### src/rtl/pdh_pkg.sv
// ----------------------------------------------------------------------------
// Pair displacement histogram package
// Shared constants, codes, payload structs and helpers for the 2D pair
// displacement histogram.
// ----------------------------------------------------------------------------
package pdh_pkg;

  localparam int X_BINS    = 256;
  localparam int Y_BINS    = 256;
  localparam int COUNT_W   = 32;
  localparam int COL_W     = $clog2(X_BINS);
  localparam int ROW_W     = $clog2(Y_BINS);
  localparam int HIST_DEPTH = X_BINS * Y_BINS;
  localparam int ADDR_W    = $clog2(HIST_DEPTH);
  localparam int CRD_W     = 32;
  localparam int ID_W      = 16;
  localparam int IDX_W     = 8;
  localparam int OUT_CNT_W = 32;
  localparam int BOX_W     = 31;
  localparam int SCALE_W   = 32;
  localparam int DIFF_W    = 34;
  localparam int STEP_W    = $clog2(DIFF_W + 1);
  localparam int CFG_IDX_W = 4;
  localparam int CFG_DATA_W = 32;

  typedef enum logic [CFG_IDX_W-1:0] {
    REG_BOX_X        = 4'd0,
    REG_BOX_Y        = 4'd1,
    REG_BOX_Z        = 4'd2,
    REG_PLANE        = 4'd3,
    REG_HALF_RANGE_X = 4'd4,
    REG_HALF_RANGE_Y = 4'd5,
    REG_X_SCALE      = 4'd6,
    REG_Y_SCALE      = 4'd7
  } reg_idx_e;

  typedef enum logic [1:0] {
    PLANE_XY = 2'd0,
    PLANE_YZ = 2'd1,
    PLANE_XZ = 2'd2,
    PLANE_ZX = 2'd3
  } plane_e;

  typedef enum logic {
    CMD_ACC  = 1'b0,
    CMD_READ = 1'b1
  } cmd_e;

  typedef enum logic [1:0] {
    K_INC  = 2'd0,
    K_READ = 2'd1,
    K_ZERO = 2'd2
  } kind_e;

  typedef enum logic [2:0] {
    F_IDLE  = 3'd0,
    F_DIV   = 3'd1,
    F_RANGE = 3'd2,
    F_MUL   = 3'd3,
    F_PUSH  = 3'd4
  } front_st_e;

  typedef enum logic [1:0] {
    B_CLEAR = 2'd0,
    B_IDLE  = 2'd1,
    B_WAIT  = 2'd2
  } back_st_e;

  typedef struct packed {
    logic                    cmd;
    logic signed [CRD_W-1:0] ref_x;
    logic signed [CRD_W-1:0] ref_y;
    logic signed [CRD_W-1:0] ref_z;
    logic signed [CRD_W-1:0] other_x;
    logic signed [CRD_W-1:0] other_y;
    logic signed [CRD_W-1:0] other_z;
    logic [ID_W-1:0]         ref_id;
    logic [ID_W-1:0]         other_id;
    logic [IDX_W-1:0]        read_col;
    logic [IDX_W-1:0]        read_row;
  } in_item_t;

  typedef struct packed {
    logic                 counted;
    logic [IDX_W-1:0]     col_index;
    logic [IDX_W-1:0]     row_index;
    logic [OUT_CNT_W-1:0] bin_count;
  } out_item_t;

  typedef struct packed {
    logic [BOX_W-1:0]   box_x;
    logic [BOX_W-1:0]   box_y;
    logic [BOX_W-1:0]   box_z;
    logic [1:0]         plane;
    logic [BOX_W-1:0]   half_range_x;
    logic [BOX_W-1:0]   half_range_y;
    logic [SCALE_W-1:0] x_scale;
    logic [SCALE_W-1:0] y_scale;
  } cfg_t;

  typedef struct packed {
    kind_e             kind;
    logic [IDX_W-1:0]  col;
    logic [IDX_W-1:0]  row;
    logic [ADDR_W-1:0] addr;
  } job_t;

  function automatic logic [OUT_CNT_W-1:0] sat_out(input logic [COUNT_W-1:0] c);
    logic [COUNT_W:0] lim;
    lim = (COUNT_W + 1)'({OUT_CNT_W{1'b1}});
    if ({1'b0, c} > lim) begin
      return '1;
    end
    return OUT_CNT_W'(c);
  endfunction

endpackage

### src/rtl/pdh_queue.sv
// ----------------------------------------------------------------------------
// Job queue
// Two-entry queue that decouples the front end from the histogram back end.
// ----------------------------------------------------------------------------
module pdh_queue (
  input  logic          clk_i,
  input  logic          rst_ni,
  input  logic          push_i,
  input  pdh_pkg::job_t job_i,
  output logic          full_o,
  input  logic          pop_i,
  output pdh_pkg::job_t job_o,
  output logic          empty_o
);
  import pdh_pkg::*;

  job_t       mem_q [2];
  logic       wptr_q, rptr_q;
  logic [1:0] cnt_q;

  assign full_o  = (cnt_q == 2'd2);
  assign empty_o = (cnt_q == 2'd0);
  assign job_o   = mem_q[rptr_q];

  always_ff @(posedge clk_i or negedge rst_ni) begin
    if (!rst_ni) begin
      wptr_q <= 1'b0;
      rptr_q <= 1'b0;
      cnt_q  <= '0;
    end else begin
      if (push_i) wptr_q <= ~wptr_q;
      if (pop_i)  rptr_q <= ~rptr_q;
      cnt_q <= cnt_q + 2'(push_i) - 2'(pop_i);
    end
  end

  always_ff @(posedge clk_i) begin
    if (push_i) begin
      mem_q[wptr_q] <= job_i;
    end
  end

endmodule

### config.mk
export PLATFORM = sky130hd
export DESIGN_NAME = pdh_queue
export DESIGN_NICKNAME = d
export VERILOG_FILES = /design/src/rtl/pdh_pkg.sv /design/src/rtl/pdh_queue.sv
export SDC_FILE = /design/constraint.sdc
export NUM_CORES = 1
export LEC_CHECK = 0
export ABC_AREA = 1
export BUFFER_PORTS_ARGS = -buffer_cell sky130_fd_sc_hd__clkbuf_2
export CELL_PAD_IN_SITES_DETAIL_PLACEMENT = 0
export CELL_PAD_IN_SITES_GLOBAL_PLACEMENT = 1
export CORE_MARGIN = 1.5
export CORE_UTILIZATION = 32
export DETAILED_ROUTE_END_ITERATION = 12
export PLACE_DENSITY_LB_ADDON = 0.1
export REMOVE_ABC_BUFFERS = 1
export SLEW_MARGIN = 20
export SYNTH_ARGS = -nofsm -noshare
export SYNTH_HDL_FRONTEND = slang
export SYNTH_SLANG_ARGS = --single-unit
export TNS_END_PERCENT = 1
### constraint.sdc
create_clock -name clk_i -period 3.4 [get_ports clk_i]
set_input_delay 0.17 -clock clk_i [delete_from_list [all_inputs] [get_ports clk_i]]
set_output_delay 0.17 -clock clk_i [all_outputs]
set_load 0.05 [all_outputs]
==> impl_results.md <==
- Core Region: 0.008299 mm²
- Die H: between 90 and 100 µm
- Initial core utilization: 0.3341
- Mapped Cells: 203
- Finished Core Util: 0.4245
- Post-CTS Hold Fix Bufs: 2
- Max Cap Violations: 0
- Iteration-0 DRC Markers: between 40 and 50
- Clock Tree Root: clkbuf_8
- Syn_area_per_cell: 13.66 µm²
- Vias in the first global route: 1428
- Unrepaired setup endpoints after global routing: no
- Largest net degree at the start of global routing: 35
- Num ports: 74
- Via count: 1648
- Initial antenna violation count: 0
- Reg-to-Reg Start: wptr_q
- RD Place Congestion: 0.6491
- IO Port Bufs: 73
- Share of cells above drive strength 1: 0.3402
- Worst Hold Class: in -> reg
- CP max FO: 34
- Post-route setup slack: 1.352 ns
- Clk_skew: between 0.004 and 0.005 ns
- Dpl hpwl: 3093 µm
- Yosys cell types: 15
- HP Start: job_i[5]
- Global Route Usage Sum: 0.1072
- Pins Over Slew Limit: 0
- Max VDD drop: 0.3843 mV
- Setup crit end kind: output port
- CP Launch Point: rptr_q
- Post-Syn Area: 0.002773 mm²
- Row cnt: 33
- Synth-to-Final Area Change: 27.08%
- Hold EP: mem_q[0][5]
- Period utilization: 0.6023
- Setup-failing EPs final: 0
- WP data arrival: 1.88 ns
- NumNets Final: 326
- Hold depth: 1
- Die X: 96.09 µm
- Reg2reg end: mem_q[1][7]
- Routed Antenna Nets: 0
- Worst path required time: 3.23 ns
- Max_slew headroom: 0.3124
- Setup repair bufs after CTS: 0
- Die footprint: 0.009232 mm²
- Pre-CTS WS: 1.633 ns
- Cell Pwr Density: approximately 1000 mW/mm²
- Kind of critical path: reg -> out
- Flop-to-flop setup slack: 1.66 ns
- WL/cell: approximately 12 µm
- H-tree levels: 3
- Power Total: about 0.0036 W
- Post-CTS resize count: 0
- Clock transition at path regs: 0.07 ns
- Synth warnings: 0
- Total grt overflow: 0
- First-pass GRT wire length: 6893 µm
- Setup_tns: 0 ns
- # diodes: 0
- Final wirelength: 4562 µm
- Number of fill cells in the layout: slightly below 800
- Worst Tran Pin Value: 1.029 ns
- Reg2reg path depth: 3
- Clk_lat worst skew: around 0.34 ns
- Clock Sinks: 72
- Post-DR vias/cell: 4.162
- Tmin final: between 2 and 2.5 ns
- Number of synthesized register bits: 72
- CP Launch Type: flip-flop
- Status: completed
- Max Freq: a little under 500 MHz
- Count of final hold-check violations: 0
- Num CTS Buffers: 9
- Register area share after synthesis: 0.7726
- Drt pass-1 iters: 4
- # DRC: 0
- Leakage power total: 1.546 nW
- CTS Buffer Depth: 2
- CTS tree: yes
[state kept, by name, indices dropped and copies added, names as in the netlist]
register / count
rptr_q: 1
wptr_q: 1
cnt_q: 2
mem_q: 68
[cell families (layout without fill, tap and decap cells)]
logic type	after synthesis	after routing	synth area share
buffers and inverters	49	137	0.08258
AO/OA/AOI/OAI	34	34	0.06949
AND/OR/NAND/NOR	44	44	0.06001
flip-flops	72	72	0.7726
adder cells (fa/ha/maj)	2	2	0.009024
XOR/XNOR	2	2	0.006319
[how the worst max path moves through the flow]
stage	endpoint	slack, ns	cells after the start
2_1_floorplan	job_o[0]	0.96	1
4_1_cts	job_o[3]	1.27	4
3_3_place_gp	job_o[3]	1.66	4
6_report	job_o[3]	1.35	4
5_1_grt	job_o[8]	1.16	4
3_5_place_dp	mem_q[1][17]	1.63	3
[report_power, final]
group	switching [W]	internal [W]	total, W
Clock	0.000296	0.000556	0.000852
Sequential	0.000100	0.00118	0.00128
Combinational	0.00116	0.000292	0.00145
Total	0.00155	0.00203	0.00358
[area by class of cell]
| class | count | area [µm²] | share of cell area |
|---|---|---|---|
| clock buffers | 9 | 123.9 | 0.03516 |
| clock inverters | 7 | 133.9 | 0.03800 |
| multi-input cells | 82 | 409.1 | 0.1161 |
| inverters | 41 | 153.9 | 0.04368 |
| repair buffers | 80 | 427.9 | 0.1214 |
| flip-flops and latches | 72 | 2143 | 0.6083 |
| well taps | 105 | 131.4 | 0.03729 |
[per-stage QoR]
stage | area, µm² | std cells | hold slack (ns)
final | 3523 | 396 | 0.01795
after global routing | 3523 | 396 | 0.0005208
after CTS | 3503 | 394 | 0.0003273
after detailed placement | 3226 | 376 | -0.01311
after global placement | 3226 | 376 | -0.01196
after floorplan | 2698 | 195 | -0.1256
[worst max-delay path: stages, from the launching register on]
cell	delay [ns]
dfrtp_2	0.71
buf_4	0.32
nand2_1	0.06
o21ai_0	0.11
clkbuf_2	0.32
[layout by cell type, fill, tap and decap left out]
master / count
clkbuf_2: 73
edfxtp_1: 68
inv_1: 41
nand2_1: 40
o21ai_0: 23
clkbuf_8: 9
o21ai_2: 6
o21ai_1: 5
bufinv_16: 4
dlygate4sd3_1: 4
dfrtp_1: 3
buf_4: 3
nor2_1: 2
xor2_1: 2
ha_1: 2
clkinv_2: 2
nand3_1: 1
nor2_4: 1
clkinv_1: 1
dfrtp_2: 1
[synthesized netlist by cell type]
cell	count	area, µm²
buf_2	3	15.01
buf_4	1	7.510
buf_6	2	22.52
buf_8	2	30.03
dfrtp_1	4	100.1
edfxtp_1	68	2042
ha_1	2	25.02
inv_1	41	153.9
nand2_1	40	150.1
nand3_1	1	5.000
nor2_1	3	11.26
o21ai_0	23	115.1
o21ai_1	5	25.02
o21ai_2	6	52.55
xor2_1	2	17.52
[layer usage]
metal,part of all wire,track usage,vias up
li1,-,-,839
met1,0.42,0.1183,749
met2,0.48,0.1673,50
met3,0.079,0.04739,10
met4,0.024,0.06985,0
met5,0,0,-
Power figures use the tool's default switching activity.
